[src/rtl/ffa_pkg.sv]
// ----------------------------------------------------------------------------
// ffa_pkg
// Shared types and codes of the first-fit block allocator.
// ----------------------------------------------------------------------------
package ffa_pkg;

   localparam int FIELD_WIDTH  = 16;
   localparam int STATUS_WIDTH = 2;

   localparam logic OP_ALLOC = 1'b0;
   localparam logic OP_FREE  = 1'b1;

   localparam logic [STATUS_WIDTH-1:0] STATUS_OK      = 2'd0;
   localparam logic [STATUS_WIDTH-1:0] STATUS_NOMEM   = 2'd1;
   localparam logic [STATUS_WIDTH-1:0] STATUS_UNKNOWN = 2'd2;

   // search token control travelling along the row of cells
   typedef struct packed {
      logic active;
      logic found;
   } tok_ctl_type;

endpackage

[src/rtl/ffa_ifs.sv]
// ----------------------------------------------------------------------------
// ffa_ifs
// Request and response channels of the first-fit block allocator.
// ----------------------------------------------------------------------------
interface ffa_req_if;
   import ffa_pkg::*;

   logic                   valid;
   logic                   ready;
   logic                   opcode;
   logic [FIELD_WIDTH-1:0] request_size;
   logic [FIELD_WIDTH-1:0] free_address;

   modport source (output valid, output opcode, output request_size,
                   output free_address, input ready);
   modport sink   (input valid, input opcode, input request_size,
                   input free_address, output ready);
endinterface

interface ffa_rsp_if;
   import ffa_pkg::*;

   logic                    valid;
   logic                    ready;
   logic [FIELD_WIDTH-1:0]  address;
   logic [STATUS_WIDTH-1:0] status;

   modport source (output valid, output address, output status, input ready);
   modport sink   (input valid, input address, input status, output ready);
endinterface

[src/rtl/ffa_cell.sv]
// ----------------------------------------------------------------------------
// ffa_cell
// One table entry of the allocator: holds a block and checks the passing
// search token against it.
// ----------------------------------------------------------------------------
module ffa_cell #(
   parameter int IDX         = 0,
   parameter int ADDR_WIDTH  = 16,
   parameter int COUNT_WIDTH = 5,
   parameter int INDEX_WIDTH = 4
) (
   input  logic                    clock,
   input  logic                    reset,
   input  logic                    op,
   input  logic [ADDR_WIDTH-1:0]   req_size,
   input  logic [ADDR_WIDTH-1:0]   req_addr,
   input  logic [COUNT_WIDTH-1:0]  entry_count,
   input  logic                    wr_en,
   input  logic [INDEX_WIDTH-1:0]  wr_idx,
   input  logic [ADDR_WIDTH-1:0]   wr_base,
   input  logic [ADDR_WIDTH-1:0]   wr_size,
   input  ffa_pkg::tok_ctl_type    tok_ctl_i,
   input  logic [ADDR_WIDTH-1:0]   tok_base_i,
   output ffa_pkg::tok_ctl_type    tok_ctl_o,
   output logic [ADDR_WIDTH-1:0]   tok_base_o
);
   import ffa_pkg::*;

   logic [ADDR_WIDTH-1:0] base_ff;
   logic [ADDR_WIDTH-1:0] size_ff;
   logic                  free_ff;
   tok_ctl_type           tok_ctl_ff;
   tok_ctl_type           tok_ctl_in;
   logic [ADDR_WIDTH-1:0] tok_base_ff;
   logic [ADDR_WIDTH-1:0] tok_base_in;
   logic                  in_range;
   logic                  match;
   logic                  hit;
   logic                  wr_here;

   assign in_range = entry_count > COUNT_WIDTH'(IDX);
   assign match    = (op == OP_ALLOC) ? (free_ff && (size_ff >= req_size))
                                      : (base_ff == req_addr);
   assign hit      = tok_ctl_i.active && !tok_ctl_i.found && in_range && match;
   assign wr_here  = wr_en && (wr_idx == INDEX_WIDTH'(IDX));

   always_comb begin
      tok_ctl_in.active = tok_ctl_i.active;
      tok_ctl_in.found  = tok_ctl_i.found || hit;
      tok_base_in       = hit ? base_ff : tok_base_i;
   end

   always_ff @(posedge clock) begin
      if (reset) begin
         tok_ctl_ff <= '0;
      end else begin
         tok_ctl_ff <= tok_ctl_in;
      end
   end

   always_ff @(posedge clock) begin
      tok_base_ff <= tok_base_in;
      if (wr_here) begin
         base_ff <= wr_base;
         size_ff <= wr_size;
         free_ff <= 1'b0;
      end else if (hit) begin
         free_ff <= (op == OP_FREE);
      end
   end

   assign tok_ctl_o  = tok_ctl_ff;
   assign tok_base_o = tok_base_ff;

endmodule

[src/rtl/first_fit_block_allocator.sv]
// ----------------------------------------------------------------------------
// first_fit_block_allocator
// First-fit heap block allocator without splitting or coalescing.
// ----------------------------------------------------------------------------
// Requests arrive on req_ch (opcode 0 allocate request_size bytes, opcode 1
// free the block at free_address); each gives exactly one item on rsp_ch
// carrying the granted address and a status (ok, out of memory or table
// full, unknown free address).
// The table lives in a row of MAX_BLOCKS cells. A search token enters the
// first cell and moves one cell per cycle; the first matching cell claims
// it. A free of address zero skips the row. One request is worked on at a
// time: req_ch.ready is high only in the idle state, so the next request
// is taken only once the response to the last one is in the output register.
// The response sits in an output register; a new request is taken while it
// waits, and a finished search holds until rsp_ch.ready frees the register.
// Reset empties the table and puts the heap top at zero; it takes effect
// at once, with no clearing pass.
// ----------------------------------------------------------------------------
module first_fit_block_allocator #(
   parameter int MAX_BLOCKS   = 16,
   parameter int ADDR_WIDTH   = 16,
   parameter int HEADER_BYTES = 16
) (
   input  logic       clock,
   input  logic       reset,
   ffa_req_if.sink    req_ch,
   ffa_rsp_if.source  rsp_ch
);
   import ffa_pkg::*;

   localparam int COUNT_WIDTH = $clog2(MAX_BLOCKS + 1);
   localparam int INDEX_WIDTH = (MAX_BLOCKS > 1) ? $clog2(MAX_BLOCKS) : 1;
   localparam int END_WIDTH   = ADDR_WIDTH + 2;

   localparam logic [1:0] ST_IDLE   = 2'd0;
   localparam logic [1:0] ST_SCAN   = 2'd1;
   localparam logic [1:0] ST_FINISH = 2'd2;

   logic [1:0]               state_ff, state_in;
   logic                     op_ff;
   logic [ADDR_WIDTH-1:0]    size_ff;
   logic [ADDR_WIDTH-1:0]    addr_ff;
   logic                     zero_free_ff;
   logic                     found_ff;
   logic [ADDR_WIDTH-1:0]    hit_base_ff;
   logic                     start_ff;
   logic [COUNT_WIDTH-1:0]   count_ff;
   logic [ADDR_WIDTH-1:0]    heap_top_ff;
   logic                     rsp_valid_ff;
   logic [FIELD_WIDTH-1:0]   rsp_addr_ff;
   logic [STATUS_WIDTH-1:0]  rsp_status_ff;

   logic                     accept;
   logic                     slot_free;
   logic                     finish;
   logic [ADDR_WIDTH-1:0]    in_size;
   logic [ADDR_WIDTH-1:0]    in_addr;
   logic [END_WIDTH-1:0]     end_w;
   logic                     fits;
   logic                     table_full;
   logic                     append;
   logic [ADDR_WIDTH-1:0]    new_base;
   logic [ADDR_WIDTH-1:0]    res_addr;
   logic [STATUS_WIDTH-1:0]  res_status;

   tok_ctl_type              tok_ctl  [0:MAX_BLOCKS];
   logic [ADDR_WIDTH-1:0]    tok_base [0:MAX_BLOCKS];
   logic [MAX_BLOCKS:0]      tok_act;

   assign accept    = req_ch.valid && req_ch.ready;
   assign slot_free = !rsp_valid_ff || rsp_ch.ready;
   assign finish    = (state_ff == ST_FINISH) && slot_free;
   assign in_size   = ADDR_WIDTH'(req_ch.request_size);
   assign in_addr   = ADDR_WIDTH'(req_ch.free_address);

   assign req_ch.ready = (state_ff == ST_IDLE);

   // search token row
   assign tok_ctl[0].active = start_ff;
   assign tok_ctl[0].found  = 1'b0;
   assign tok_base[0]       = '0;

   for (genvar i = 0; i < MAX_BLOCKS; i++) begin : g_cell
      ffa_cell #(
         .IDX         (i),
         .ADDR_WIDTH  (ADDR_WIDTH),
         .COUNT_WIDTH (COUNT_WIDTH),
         .INDEX_WIDTH (INDEX_WIDTH)
      ) u_cell (
         .clock       (clock),
         .reset       (reset),
         .op          (op_ff),
         .req_size    (size_ff),
         .req_addr    (addr_ff),
         .entry_count (count_ff),
         .wr_en       (append),
         .wr_idx      (count_ff[INDEX_WIDTH-1:0]),
         .wr_base     (new_base),
         .wr_size     (size_ff),
         .tok_ctl_i   (tok_ctl[i]),
         .tok_base_i  (tok_base[i]),
         .tok_ctl_o   (tok_ctl[i+1]),
         .tok_base_o  (tok_base[i+1])
      );
   end

   for (genvar i = 0; i <= MAX_BLOCKS; i++) begin : g_act
      assign tok_act[i] = tok_ctl[i].active;
   end

   // append arithmetic
   assign end_w      = END_WIDTH'(heap_top_ff) + END_WIDTH'(HEADER_BYTES)
                       + END_WIDTH'(size_ff);
   assign fits       = (end_w[END_WIDTH-1:ADDR_WIDTH] == '0);
   assign table_full = (count_ff == COUNT_WIDTH'(MAX_BLOCKS));
   assign new_base   = heap_top_ff + ADDR_WIDTH'(HEADER_BYTES);
   assign append     = finish && !zero_free_ff && (op_ff == OP_ALLOC)
                       && !found_ff && !table_full && fits;

   always_comb begin
      res_addr   = '0;
      res_status = STATUS_OK;
      priority if (zero_free_ff) begin
         res_status = STATUS_OK;
      end else if (op_ff == OP_FREE) begin
         res_status = found_ff ? STATUS_OK : STATUS_UNKNOWN;
      end else if (found_ff) begin
         res_addr = hit_base_ff;
      end else if (table_full || !fits) begin
         res_status = STATUS_NOMEM;
      end else begin
         res_addr = new_base;
      end
   end

   always_comb begin
      state_in = state_ff;
      unique case (state_ff)
         ST_IDLE: begin
            if (accept) begin
               state_in = ((req_ch.opcode == OP_FREE) && (in_addr == '0))
                          ? ST_FINISH : ST_SCAN;
            end
         end
         ST_SCAN: begin
            if (tok_ctl[MAX_BLOCKS].active) begin
               state_in = ST_FINISH;
            end
         end
         ST_FINISH: begin
            if (slot_free) begin
               state_in = ST_IDLE;
            end
         end
         default: begin
            state_in = ST_IDLE;
         end
      endcase
   end

   always_ff @(posedge clock) begin
      if (reset) begin
         state_ff     <= ST_IDLE;
         start_ff     <= 1'b0;
         count_ff     <= '0;
         heap_top_ff  <= '0;
         rsp_valid_ff <= 1'b0;
      end else begin
         state_ff <= state_in;
         start_ff <= accept && !((req_ch.opcode == OP_FREE) && (in_addr == '0));
         if (append) begin
            count_ff    <= count_ff + COUNT_WIDTH'(1);
            heap_top_ff <= end_w[ADDR_WIDTH-1:0];
         end
         if (finish) begin
            rsp_valid_ff <= 1'b1;
         end else if (rsp_ch.ready) begin
            rsp_valid_ff <= 1'b0;
         end
      end
   end

   always_ff @(posedge clock) begin
      if (accept) begin
         op_ff        <= req_ch.opcode;
         size_ff      <= in_size;
         addr_ff      <= in_addr;
         zero_free_ff <= (req_ch.opcode == OP_FREE) && (in_addr == '0);
      end
      if ((state_ff == ST_SCAN) && tok_ctl[MAX_BLOCKS].active) begin
         found_ff    <= tok_ctl[MAX_BLOCKS].found;
         hit_base_ff <= tok_base[MAX_BLOCKS];
      end
      if (finish) begin
         rsp_addr_ff   <= FIELD_WIDTH'(res_addr);
         rsp_status_ff <= res_status;
      end
   end

   assign rsp_ch.valid   = rsp_valid_ff;
   assign rsp_ch.address = rsp_addr_ff;
   assign rsp_ch.status  = rsp_status_ff;

   // checks
   a_one_token: assert property (@(posedge clock) disable iff (reset)
      $onehot0(tok_act))
      else $error("more than one search token in the row");

   a_token_in_scan: assert property (@(posedge clock) disable iff (reset)
      tok_ctl[MAX_BLOCKS].active |-> (state_ff == ST_SCAN))
      else $error("search token left the row outside a scan");

   a_count_bound: assert property (@(posedge clock) disable iff (reset)
      count_ff <= COUNT_WIDTH'(MAX_BLOCKS))
      else $error("entry count beyond table size");

   a_addr_ok: assert property (@(posedge clock) disable iff (reset)
      (rsp_ch.valid && (rsp_ch.address != '0)) |-> (rsp_ch.status == STATUS_OK))
      else $error("address granted with a failing status");

   a_status_code: assert property (@(posedge clock) disable iff (reset)
      rsp_ch.valid |-> ((rsp_ch.status == STATUS_OK) || (rsp_ch.status == STATUS_NOMEM)
                        || (rsp_ch.status == STATUS_UNKNOWN)))
      else $error("undefined status code");

endmodule

[src/flat_wrapper.sv]
// flat-port wrapper written by rule: the top's interface ports become plain ports
module first_fit_block_allocator_flat import ffa_pkg::*;
#(
   parameter int MAX_BLOCKS   = 16,
   parameter int ADDR_WIDTH   = 16,
   parameter int HEADER_BYTES = 16
)
  (clock, reset, req_ch_valid, req_ch_opcode, req_ch_request_size, req_ch_free_address, req_ch_ready, rsp_ch_valid, rsp_ch_address, rsp_ch_status, rsp_ch_ready);
  ffa_req_if req_ch_i ();
  ffa_rsp_if rsp_ch_i ();
  input  logic clock;
  input  logic reset;
  input wire logic [$bits(req_ch_i.valid)-1:0] req_ch_valid;
  input wire logic [$bits(req_ch_i.opcode)-1:0] req_ch_opcode;
  input wire logic [$bits(req_ch_i.request_size)-1:0] req_ch_request_size;
  input wire logic [$bits(req_ch_i.free_address)-1:0] req_ch_free_address;
  output wire logic [$bits(req_ch_i.ready)-1:0] req_ch_ready;
  output wire logic [$bits(rsp_ch_i.valid)-1:0] rsp_ch_valid;
  output wire logic [$bits(rsp_ch_i.address)-1:0] rsp_ch_address;
  output wire logic [$bits(rsp_ch_i.status)-1:0] rsp_ch_status;
  input wire logic [$bits(rsp_ch_i.ready)-1:0] rsp_ch_ready;
  assign req_ch_i.valid = req_ch_valid;
  assign req_ch_i.opcode = req_ch_opcode;
  assign req_ch_i.request_size = req_ch_request_size;
  assign req_ch_i.free_address = req_ch_free_address;
  assign req_ch_ready = req_ch_i.ready;
  assign rsp_ch_valid = rsp_ch_i.valid;
  assign rsp_ch_address = rsp_ch_i.address;
  assign rsp_ch_status = rsp_ch_i.status;
  assign rsp_ch_i.ready = rsp_ch_ready;
  first_fit_block_allocator #(.MAX_BLOCKS(MAX_BLOCKS), .ADDR_WIDTH(ADDR_WIDTH), .HEADER_BYTES(HEADER_BYTES)) u_core (.clock(clock), .reset(reset), .req_ch(req_ch_i), .rsp_ch(rsp_ch_i));
endmodule
[config.mk]
export PLATFORM = sky130hd
export DESIGN_NAME = first_fit_block_allocator_flat
export DESIGN_NICKNAME = d
export VERILOG_FILES = /design/src/rtl/ffa_pkg.sv /design/src/rtl/ffa_ifs.sv /design/src/rtl/ffa_cell.sv /design/src/rtl/first_fit_block_allocator.sv /design/src/flat_wrapper.sv
export SDC_FILE = /design/constraint.sdc
export NUM_CORES = 1
export LEC_CHECK = 0
export BUFFER_PORTS_ARGS = -buffer_cell sky130_fd_sc_hd__buf_4
export CORE_MARGIN = 2
export CORE_UTILIZATION = 67
export DETAILED_ROUTE_END_ITERATION = 10
export PLACE_DENSITY_LB_ADDON = 0.08
export SYNTH_ARGS = -nofsm -noshare
export SYNTH_HDL_FRONTEND = slang
export SYNTH_SLANG_ARGS = --single-unit
[constraint.sdc]
create_clock -name clock -period 9.8 [get_ports clock]
set_input_delay 1.47 -clock clock [delete_from_list [all_inputs] [get_ports clock]]
set_output_delay 1.47 -clock clock [all_outputs]
set_load 0.01 [all_outputs]
# Yosys cells after proc, flatten, opt, wreduce, memory -nomap -nowiden
# Cells that the tools add are included.
# word_totals
reg_bits,910
elab_cells,361
inputBits,37
# op_classes
reduce_logical,134
n_lt_le_gt_ge,32
bitwise_logic,1
mux,44
eq_ne,37
add_sub_neg,4
# ops
op,n
$mux W16,17
$eq A16 B16 Y1,16
$ge A16 B16 Y1,16
$logic_and A1 B1 Y1,89
$gt A5 B4 Y1 const B,8
$eq A4 B4 Y1 const B,8
$logic_not A1 Y1,21
$gt A5 B3 Y1 const B,4
$mux W1,19
$add A18 B16 Y18,1
$add A16 B5 Y17 const B,1
$logic_or A1 B1 Y1,17
$add A16 B5 Y16 const B,1
$eq A4 B3 Y1 const B,4
$logic_not A16 Y1,1
$mux W2,7
$gt A5 B1 Y1 const B,2
$gt A5 B2 Y1 const B,2
$eq A4 B2 Y1 const B,2
$pmux W2 S3,1
$add A5 B1 Y5 const B,1
$eq A5 B5 Y1 const B,1
$eq A4 B1 Y1 const B,1
$logic_not A2 Y1,2
other kinds (9),10

# Depth between registers and ports, before layout
# Gate-level depths: netlist of the first run.
# logic_depth
ltp_word,9
depth_mapped,15
ltp_nobuf,13

# By module
# From an unflattened synthesis of the first run, not the netlist that was laid out.
# hier_totals
hier_cells,2829
hier_area_um2,40675.3
# modules_own_cells
module,cells_per_inst,area_per_inst_um2,n_inst,seq_area_each_um2
ffa_cell (u_core.g_cell[0].u_cell ...),155,2284.7,2,1341.3
ffa_cell (u_core.g_cell[11].u_cell ...),158,2267.2,2,1341.3
first_fit_block_allocator,341,4453.0,1,2572.5
ffa_cell (u_core.g_cell[8].u_cell),156,2297.2,1,1341.3
ffa_cell (u_core.g_cell[12].u_cell),155,2287.2,1,1341.3
ffa_cell (u_core.g_cell[15].u_cell),154,2273.4,1,1341.3
ffa_cell (u_core.g_cell[10].u_cell),156,2270.9,1,1341.3
ffa_cell (u_core.g_cell[4].u_cell),155,2269.7,1,1341.3
ffa_cell (u_core.g_cell[3].u_cell),157,2262.2,1,1341.3
ffa_cell (u_core.g_cell[6].u_cell),153,2260.9,1,1341.3
ffa_cell (u_core.g_cell[1].u_cell),158,2254.7,1,1341.3
ffa_cell (u_core.g_cell[13].u_cell),157,2252.2,1,1341.3
ffa_cell (u_core.g_cell[14].u_cell),153,2248.4,1,1341.3
ffa_cell (u_core.g_cell[7].u_cell),154,2245.9,1,1341.3
ffa_cell (u_core.g_cell[9].u_cell),154,2195.9,1,1341.3

# Least setup slack after synthesis of the first run
# Ideal clock, no wire load.
# synth_path
path_type,register to register
from,register u_core.heap_top_ff[4]
to,"register u_core.g_cell[0].u_cell.base_ff[0], enable pin"
arrival_time_ns,5.114
synth_period_minus_slack_ns,5.578
stages_incl_launch_ff,12
slack_ns,4.222
path_cell_list,dfxtp_1 ha_1 nand3_1 nor2_1 xor2_1 ha_1 and3_1 or3_1 o22ai_1 a21o_1 o2111ai_1 nor3_1
# synth_between
elab_chain_len,5
# synth_lines
item,line,text
"start, declared",first_fit_block_allocator.sv:48,logic [ADDR_WIDTH-1:0] heap_top_ff;
"start signal, assigned",first_fit_block_allocator.sv:173,heap_top_ff <= end_w[ADDR_WIDTH-1:0];
$add A16 B5 Y17,first_fit_block_allocator.sv:112,assign end_w = END_WIDTH'(heap_top_ff) + END_WIDTH'(HEADER_BYTES)
$add A18 B16 Y18,first_fit_block_allocator.sv:113,+ END_WIDTH'(size_ff);
$logic_not A2 Y1,first_fit_block_allocator.sv:114,assign fits = (end_w[END_WIDTH-1:ADDR_WIDTH] == '0);
$logic_and A1 B1 Y1,first_fit_block_allocator.sv:118,&& !found_ff && !table_full && fits;
$logic_and A1 B1 Y1,ffa_cell.sv:45,assign wr_here = wr_en && (wr_idx == INDEX_WIDTH'(IDX));
via u_core.g_cell[0].u_cell.wr_here,ffa_cell.sv:39,logic wr_here;
"end signal, assigned",ffa_cell.sv:64,base_ff <= wr_base;
"end, declared",ffa_cell.sv:29,logic [ADDR_WIDTH-1:0] base_ff;
# The timed path passes the listed nets, and every way through them passes these cells.
# A chain may end at the register's enable or synchronous reset.

# Final worst setup path of the first run
# layout_path
from,register u_core.heap_top_ff[6]
to,"register u_core.g_cell[6].u_cell.base_ff[6], enable pin"
# layout_between
elab_chain_len,5
# layout_lines
item,line
$add A16 B5 Y17,first_fit_block_allocator.sv:112
$add A18 B16 Y18,first_fit_block_allocator.sv:113
$logic_not A2 Y1,first_fit_block_allocator.sv:114
$logic_and A1 B1 Y1,first_fit_block_allocator.sv:118
$logic_and A1 B1 Y1,ffa_cell.sv:45
via u_core.g_cell[6].u_cell.wr_here,ffa_cell.sv:39
"end signal, assigned",ffa_cell.sv:64
"end, declared",ffa_cell.sv:29
# The timed path passes the listed nets, and every way through them passes these cells.

==> parameters.txt, run 1 <==
Parameter                              Value

Critical path
  Worst reg-to-reg setup slack    3.53 ns
  Critical-path maximum fanout    18
  Arrival time at the worst endpoint    6.59 ns
  Startpoint type of the worst setup path    flop
  Class of the most critical setup path    reg2reg
  Number of cells on the worst reg-to-reg path    13
  Crit end category    flop
  Capturing point of the worst reg2reg path    u_core.g_cell[6].u_cell.base_ff[6]$_DFFE_PP_
  CP Data Required Time    10.12 ns
  RR Startpoint    u_core.heap_top_ff[6]$_SDFFE_PP0N_

Timing
  Max-slew violation total from the final report    0
  Setup repair after global routing missed its margin    false
  Worst Clk Skew    0.02447 ns
  Finish-stage setup viols    0
  Slew Limit Headroom    8.444%
  Crit share post-route    63.97%
  Endpoints failing hold    0
  Highest Clock Rate    159.5 MHz
  Setup slack after layout    3.531 ns
  Period minus WS final    6.269 ns
  Setup TNS after final layout    0 ns
  Worst-Margin Slew    1.372 ns

Clock tree
  Clock-pin slew reported for the worst setup and hold paths after clock tree synthesis    0.06 ns
  Total setup buffers inserted after CTS    0
  Cts hold-fix bufs    0
  Clock latency on the worst-skew pair    0.65 ns
  CTS H-tree lvls    3
  CTS sink cnt    910
  Cts bufs inserted    87
  Number of gates resized after cts    0
  Clock tree from TritonCTS    done
  Root cell of the clock tree    sky130_fd_sc_hd__clkbuf_16
  Number of buffers on the longest clock path    3

Synthesis
  Mapped Nets    2999
  Post-synthesis async set-or-reset flop share    0%
  Netlist area before placement    0.03843 mm²
  Sequential share of the synthesized area    62.54%
  Primary FF master, synth    sky130_fd_sc_hd__edfxtp_1
  Warning count from the yosys run    0
  Average cell area after synthesis    14.32 µm²
  Number of instances in the synthesized netlist    2683
  Register bit total from synthesis    910
  Number of enable flip-flop cells after synthesis    581
  Cell variety after synth    80

Hold path
  Min-Delay Path Depth    0
  Worst hold path endpoint    u_core.hit_base_ff[15]$_DFFE_PP_
  Startpoint of the most critical hold path    u_core.g_cell[15].u_cell.tok_base_o[15]$_DFF_P_
  Type of the most critical hold path    reg2reg

Route
  DR WL/cell    27.55 µm
  Remaining design rule violation count    0
  Total detailed-routing wirelength    100900 µm
  Total met3 wirelength after detailed routing    9967 µm
  Number of detailed-route iterations in the first pass    6
  Routed Antenna Nets    0
  Top sig layer    met4
  Metal-1 WL    39470 µm
  Total vias in the final route    23610
  Detailed route wirelength on metal2    46570 µm
  Number of DRC violations after detailed-routing iteration 0    2579
  Average via count per standard cell    6.447

Cells and area
  Fill cell count    3329
  Layout overhead on the synthesized area    12.05%
  Area of the multi-input gates    0.01382 mm²
  Number of nets in the layout    3147
  Fraction of final layout cells sized beyond drive strength 1    18.31%
  Sequential cell area    0.02403 mm²

Die
  Die width    243.5 µm
  Effective utilization at floorplan    68.02%
  Height of the die    243.5 µm
  Ports placed on the boundary    57
  Std cell rows    87
  Core region area    0.05650 mm²
  Overall die area    0.05929 mm²

GRT
  Wire length of the first global-routing pass    148200 µm
  Global route total overflow    0
  Number of global-route vias before repair    24270
  Antenna violations before repair    3
  Gr usage total    34.11%
  Maximum number of pins on one net before global-route repair    47

Power and ir drop
  Leakage power summed over all cells    17.13 nW
  PD cells    184.1 mW/mm²
  VDD IR-drop max    0.1613 mV

Place
  Port bufs    56
  Final RePlAce weighted congestion    0.9214
  Pre-CTS setup slack    3.660 ns
  DP HPWL    64410 µm

Outcome
  Result of the run    finished, final reports clean

Run
  Count of max-cap constraint violations    0
-- layer usage --
| layer | global-route usage (%) | vias to the layer above |
|---|---|---|
| li1 | - | 10420 |
| met1 | 44.58 | 11660 |
| met2 | 54.15 | 1240 |
| met3 | 7.986 | 288 |
| met4 | 16.52 | 0 |
| met5 | 0 | - |
-- per-stage QoR --
step	area (µm²)	utilization [%]	hold WS, ns	power (mW)	instances
after floorplan	38430	-	0.3855	4.387	2683
after global placement	40110	71.00	0.3885	4.533	3498
after detailed placement	40110	71.00	0.3897	4.549	3498
after CTS	43060	76.21	0.4033	7.942	3661
after global routing	43060	76.21	0.4099	8.128	3661
final	43060	76.22	0.4051	7.928	3662
-- cells by family (layout without fill, tap and decap cells) --
family	count (synthesis)	after routing	synth area share [%]
XOR/XNOR	280	280	6.381
buffers and inverters	148	370	1.800
AO/OA/AOI/OAI	416	416	7.417
flip-flops	910	910	62.54
AND/OR/NAND/NOR	426	426	6.111
multiplexers	224	224	6.651
adder cells (fa/ha/maj)	279	279	9.103
other	0	1	0
-- layout by cell type, fill, tap and decap left out, drive strengths merged, types with 16 or more instances in the layout --
| cell | count |
|---|---|
| clkbuf | 125 |
| ha | 278 |
| nor3 | 27 |
| a21oi | 100 |
| o21a | 18 |
| buf | 143 |
| nand3 | 42 |
| mux2 | 224 |
| nand2 | 56 |
| nor2 | 64 |
| edfxtp | 581 |
| nor2b | 24 |
| o211ai | 16 |
| a211oi | 27 |
| xnor2 | 114 |
| inv | 69 |
| a21o | 53 |
| a22o | 32 |
| a31oi | 18 |
| and2 | 19 |
| o21ai | 73 |
| and3 | 21 |
| xor2 | 166 |
| nand2b | 19 |
| clkinv | 23 |
| nor4 | 50 |
| nand4 | 62 |
| dfxtp | 329 |
-- sequential cells by signal, summed over array words and instances, names as in the netlist --
name	count
u_core.g_cell.u_cell.tok_ctl_o	32
u_core.state_ff	2
u_core.heap_top_ff	16
u_core.count_ff	5
u_core.op_ff	1
u_core.g_cell.u_cell.size_ff	256
u_core.rsp_ch.address	16
u_core.found_ff	1
u_core.g_cell.u_cell.base_ff	256
u_core.g_cell.u_cell.tok_base_o	256
u_core.rsp_ch.status	2
u_core.rsp_ch.valid	1
u_core.hit_base_ff	16
u_core.start_ff	1
u_core.addr_ff	16
u_core.size_ff	16
u_core.zero_free_ff	1
u_core.g_cell.u_cell.free_ff	16
-- how the worst max path moves through the flow --
| stage | start | to | slack, ns | cells past startpoint |
|---|---|---|---|---|
| floorplan | u_core.heap_top_ff[4]$_SDFFE_PP0N_ | u_core.g_cell[0].u_cell.base_ff[0]$_DFFE_PP_ | 4.22 | 11 |
| global placement | u_core.heap_top_ff[6]$_SDFFE_PP0N_ | u_core.g_cell[6].u_cell.base_ff[4]$_DFFE_PP_ | 3.81 | 13 |
| detailed placement | u_core.heap_top_ff[6]$_SDFFE_PP0N_ | u_core.g_cell[6].u_cell.base_ff[0]$_DFFE_PP_ | 3.66 | 13 |
| CTS | u_core.heap_top_ff[6]$_SDFFE_PP0N_ | u_core.g_cell[6].u_cell.base_ff[6]$_DFFE_PP_ | 3.65 | 13 |
| global route | u_core.heap_top_ff[6]$_SDFFE_PP0N_ | u_core.g_cell[6].u_cell.base_ff[6]$_DFFE_PP_ | 3.24 | 13 |
| finish | u_core.heap_top_ff[6]$_SDFFE_PP0N_ | u_core.g_cell[6].u_cell.base_ff[6]$_DFFE_PP_ | 3.53 | 13 |
-- synth_stat cells, types with 7 or more instances --
master / n / area share [%]
sky130_fd_sc_hd__nand2b_1: 19 / 0.31
sky130_fd_sc_hd__nor2b_1: 24 / 0.39
sky130_fd_sc_hd__ha_1: 278 / 9.1
sky130_fd_sc_hd__edfxtp_1: 581 / 45
sky130_fd_sc_hd__a22o_1: 32 / 0.73
sky130_fd_sc_hd__nor4_1: 50 / 0.81
sky130_fd_sc_hd__a31oi_1: 18 / 0.29
sky130_fd_sc_hd__or3_1: 8 / 0.13
sky130_fd_sc_hd__xor2_1: 166 / 3.8
sky130_fd_sc_hd__buf_6: 7 / 0.21
sky130_fd_sc_hd__and3_1: 21 / 0.34
sky130_fd_sc_hd__dfxtp_1: 329 / 17
sky130_fd_sc_hd__mux2_4: 9 / 0.35
sky130_fd_sc_hd__a21boi_0: 8 / 0.16
sky130_fd_sc_hd__inv_1: 62 / 0.61
sky130_fd_sc_hd__a21oi_1: 98 / 1.3
sky130_fd_sc_hd__and4_1: 11 / 0.25
sky130_fd_sc_hd__o21a_1: 18 / 0.35
sky130_fd_sc_hd__and2_1: 19 / 0.31
sky130_fd_sc_hd__nor2_1: 64 / 0.63
sky130_fd_sc_hd__o211ai_1: 16 / 0.31
sky130_fd_sc_hd__a211oi_1: 25 / 0.49
sky130_fd_sc_hd__nand4_1: 62 / 1.0
sky130_fd_sc_hd__o21ai_0: 71 / 0.92
sky130_fd_sc_hd__nor3_1: 27 / 0.35
sky130_fd_sc_hd__nand2_1: 55 / 0.54
sky130_fd_sc_hd__a21o_1: 53 / 1.0
sky130_fd_sc_hd__buf_2: 45 / 0.59
sky130_fd_sc_hd__xnor2_1: 114 / 2.6
sky130_fd_sc_hd__clkbuf_1: 24 / 0.23
sky130_fd_sc_hd__a31o_2: 7 / 0.16
sky130_fd_sc_hd__nand3_1: 42 / 0.55
sky130_fd_sc_hd__mux2_2: 215 / 6.3
-- cell type report --
type	instances	area share, %
inverter	64	0.5579
tap	756	2.197
antenna	1	0.005811
clock buffer	125	5.814
sequential	910	55.81
timing repair buffer	143	2.493
clock inverter	38	1.029
multi-input combinational	1625	32.09
-- worst max-delay path, cell delays in order (launching register included) --
cell and delay (ns):
sky130_fd_sc_hd__dfxtp_1 0.45, sky130_fd_sc_hd__nand4_1 0.18, sky130_fd_sc_hd__nor2_1 0.23, sky130_fd_sc_hd__xor2_2 0.86
sky130_fd_sc_hd__ha_1 0.45, sky130_fd_sc_hd__and3_1 0.25, sky130_fd_sc_hd__or3_1 0.34, sky130_fd_sc_hd__o22ai_1 0.11
sky130_fd_sc_hd__a21o_1 0.16, sky130_fd_sc_hd__o2111ai_1 0.66, sky130_fd_sc_hd__nor2_2 0.77, sky130_fd_sc_hd__buf_4 0.35
sky130_fd_sc_hd__and3_1 0.73, sky130_fd_sc_hd__buf_4 0.38
-- power by group --
group	switching, mW	internal [mW]
sequential	0.00694	4.07
combinational	0.270	0.135
clock	1.44	2.00
Power figures use the tool's default switching activity.
==> run 2: changes to the inputs <==
--- a/config.mk
+++ b/config.mk
@@ -7,7 +7,7 @@
 export LEC_CHECK = 0
 export BUFFER_PORTS_ARGS = -buffer_cell sky130_fd_sc_hd__buf_4
 export CORE_MARGIN = 2
-export CORE_UTILIZATION = 67
+export CORE_UTILIZATION = 63
 export DETAILED_ROUTE_END_ITERATION = 10
 export PLACE_DENSITY_LB_ADDON = 0.08
 export SYNTH_ARGS = -nofsm -noshare
==> constraint.sdc (replaced) <==
create_clock -name clock -period 6.41 [get_ports clock]
set_input_delay 0.9615 -clock clock [delete_from_list [all_inputs] [get_ports clock]]
set_output_delay 0.9615 -clock clock [all_outputs]
set_load 0.01 [all_outputs]
==> run 2 against run 1 <==
  * Clock skew up 0.0077 ns
  * Via count down 1.5%
  * Non-clock buffer count down 4
  * First-iteration DRC count down 22%
  * Worst setup slack worse by 2.3 ns
  * Cell area about the same
  * Flip-flop and latch count unchanged
  * Worst hold slack worse by 0.0026 ns
  * Die area up 6.2%
  * Critical endpoint is now u_core.g_cell[6].u_cell.base_ff[11]$_DFFE_PP_
==> parameters.txt, run 2 (synthesis gave the netlist of run 1 again) <==
Parameter                              Value

Cells and area
  Diodes inserted    0 (-1)
  Number of nets in the layout    3148 (+0.032%)
  Final cell area excluding filler cells    0.04308 mm² (about the same)
  Layout overhead on the synthesized area    12.10% (about the same)
  Commonest non-fill, non-tap cell in the layout    sky130_fd_sc_hd__edfxtp_1
  Fraction of final layout cells sized beyond drive strength 1    18.10% (-0.21 points)
  End-of-flow core utilization    71.37% (-4.8 points)
  Most frequent cells in the layout    sky130_fd_sc_hd__edfxtp_1 (581), sky130_fd_sc_hd__dfxtp_1 (329), sky130_fd_sc_hd__ha_1 (278)

Route
  Total detailed-routing wirelength    96480 µm (-4.4%)
  DR WL/cell    26.12 µm (-5.2%)
  Remaining design rule violation count    0 (unchanged)
  Routed Antenna Nets    0 (unchanged)
  Number of DRC violations after detailed-routing iteration 0    2000 (-22%)
  Total vias in the final route    23270 (-1.5%)
  Number of detailed-route iterations in the first pass    5 (-1)
  Average via count per standard cell    6.300 (-2.3%)

Hold path
  Type of the most critical hold path    reg2reg

Clock tree
  Number of buffers on the longest clock path    3 (unchanged)
  Number of gates resized after cts    0 (unchanged)
  Root cell of the clock tree    sky130_fd_sc_hd__clkbuf_16
  Clock-pin slew reported for the worst setup and hold paths after clock tree synthesis    0.06 ns (about the same)
  Cts bufs inserted    92 (+5.7%)
  Cts hold-fix bufs    0 (unchanged)
  Clock tree from TritonCTS    done
  CTS H-tree lvls    3 (unchanged)
  Total setup buffers inserted after CTS    0 (unchanged)
  Clock latency on the worst-skew pair    0.66 ns (about the same)
  CTS sink cnt    910 (unchanged)

Timing
  Highest Clock Rate    192.9 MHz (+21%)
  Max-slew violation total from the final report    0 (unchanged)
  Endpoints failing hold    0 (unchanged)
  Crit share post-route    80.86% (+17 points)
  Setup TNS after final layout    0 ns (unchanged)
  Finish-stage setup viols    0 (unchanged)
  Worst-Margin Slew    1.314 ns (-0.05768 ns)
  Period minus WS final    5.183 ns (-1.086 ns)
  Setup repair after global routing missed its margin    false
  Slew Limit Headroom    12.38% (+3.9 points)
  Worst Clk Skew    0.03218 ns (+0.007705 ns)

Critical path
  RR Startpoint    u_core.heap_top_ff[4]$_SDFFE_PP0N_
  Crit path to    u_core.g_cell[6].u_cell.base_ff[11]$_DFFE_PP_
  Critical-path maximum fanout    18 (unchanged)
  Number of cells on the worst reg-to-reg path    14 (+1)
  Worst reg-to-reg setup slack    1.23 ns (-2.30 ns)
  Capturing point of the worst reg2reg path    u_core.g_cell[6].u_cell.base_ff[11]$_DFFE_PP_
  Startpoint type of the worst setup path    flop
  Cell breakdown of the critical path    ha_1 -> nand3_1 -> nor2_1 -> and3_1 -> xor2_2 -> buf_4 -> ha_1 -> a21oi_1 -> o21ai_0 -> a21oi_1 -> o2111ai_1 -> nor2_2 -> and3_1 -> buf_12
  Number of gates on the worst path with buffers counted    14 (+1)
  Class of the most critical setup path    reg2reg
  Library cell contributing the largest single delay on the critical path    sky130_fd_sc_hd__and3_1
  Crit end category    flop
  CP Data Required Time    6.78 ns (-3.34 ns)
  Critical path origin    u_core.heap_top_ff[4]$_SDFFE_PP0N_
  Count of buffering cells on the critical path with inverters included    2 (unchanged)
  Largest delay share family, worst path    simple AND/OR/NAND/NOR gates
  Biggest cell delay along the critical path    1.09 ns (+0.23 ns)
  Arrival time at the worst endpoint    5.55 ns (-1.04 ns)

Die
  Overall die area    0.06299 mm² (+6.2%)
  Core region area    0.06036 mm² (+6.8%)
  Die width    251.0 µm (+3.1%)
  Ports placed on the boundary    57 (unchanged)
  Height of the die    251.0 µm (+3.1%)
  Std cell rows    90 (+3.4%)
  Effective utilization at floorplan    63.67% (-4.4 points)

Power and ir drop
  VDD IR-drop max    0.2954 mV (+83%)
  PD cells    280.7 mW/mm² (+52%)
  Leakage power summed over all cells    17.11 nW (-0.10%)

GRT
  Wire length of the first global-routing pass    144500 µm (-2.5%)
  Global route total overflow    0 (unchanged)
  Gr usage total    30.84% (-3.3 points)
  Number of global-route vias before repair    23940 (-1.4%)
  Antenna violations before repair    3 (unchanged)
  Maximum number of pins on one net before global-route repair    47 (unchanged)

Run
  Count of max-cap constraint violations    0 (unchanged)

Place
  Cell area after placement    0.04012 mm² (about the same)
  DP HPWL    64890 µm (+0.75%)
  Final RePlAce weighted congestion    0.9111 (-1.1%)
  Port bufs    56 (unchanged)

Outcome
  Result of the run    finished, final reports clean
run 2: changes by cell type in the layout (fill, tap and decap cells not counted), moves of 2 or more:
| cell | change |
|---|---|
| sky130_fd_sc_hd__clkbuf_1 | +6 |
| sky130_fd_sc_hd__clkbuf_8 | -6 |
| sky130_fd_sc_hd__clkbuf_16 | +3 |
| sky130_fd_sc_hd__clkinv_1 | +6 |
| sky130_fd_sc_hd__bufinv_16 | -2 |
| sky130_fd_sc_hd__buf_12 | +2 |
| sky130_fd_sc_hd__buf_4 | -6 |
| sky130_fd_sc_hd__clkinv_4 | +2 |
run 2: through the flow:
step                      hold WS [ns]  setup slack [ns]  std cells  power (mW)
after floorplan                 0.3855            0.8325       2683       6.708
after global placement          0.3861             1.453       3520       6.919
after detailed placement        0.3895             1.356       3520       6.940
after CTS                       0.4026             1.337       3693       12.14
after global routing            0.4074            0.9523       3693       12.42
final                           0.4025             1.227       3693       12.09
run 2: routing by layer:
layer / up-vias / part of all wire [%] / GRT usage [%]
met3: 215 / 6.8 / 4.452
met2: 959 / 47 / 50.56
li1: 10440 / - / -
met1: 11650 / 42 / 42.55
met4: 0 / 3.3 / 10.73
met5: - / 0 / 0
run 2: how the worst min path moves through the flow:
stage	cells after the start	startpoint	slack [ns]	endpoint
4_1_cts	0	u_core.g_cell[15].u_cell.tok_base_o[14]$_DFF_P_	0.40	u_core.hit_base_ff[14]$_DFFE_PP_
3_3_place_gp	0	u_core.g_cell[15].u_cell.tok_ctl_o[0]$_SDFF_PP0_	0.39	u_core.found_ff$_DFFE_PP_
6_report	0	u_core.g_cell[15].u_cell.tok_base_o[1]$_DFF_P_	0.40	u_core.hit_base_ff[1]$_DFFE_PP_
2_1_floorplan	0	u_core.g_cell[15].u_cell.tok_ctl_o[0]$_SDFF_PP0_	0.39	u_core.found_ff$_DFFE_PP_
5_1_grt	0	u_core.g_cell[15].u_cell.tok_base_o[14]$_DFF_P_	0.41	u_core.hit_base_ff[14]$_DFFE_PP_
3_5_place_dp	0	u_core.g_cell[15].u_cell.tok_base_o[14]$_DFF_P_	0.39	u_core.hit_base_ff[14]$_DFFE_PP_
run 2: cell type report:
cell class                 count  area (µm²)
clock inverter                45       440.4
tap                          782       978.4
multi-input combinational   1625       13800
fill                        3996       17280
sequential                   910       24030
timing repair buffer         139        1069
inverter                      64       240.2
clock buffer                 128        2519
run 2: power breakdown:
| part | switching [mW] | total [mW] | internal (mW) |
|---|---|---|---|
| clock network | 2.26 | 5.27 | 3.01 |
| registers | 0.0283 | 6.25 | 6.22 |
| logic | 0.375 | 0.577 | 0.201 |
| total | 2.66 | 12.1 | 9.43 |
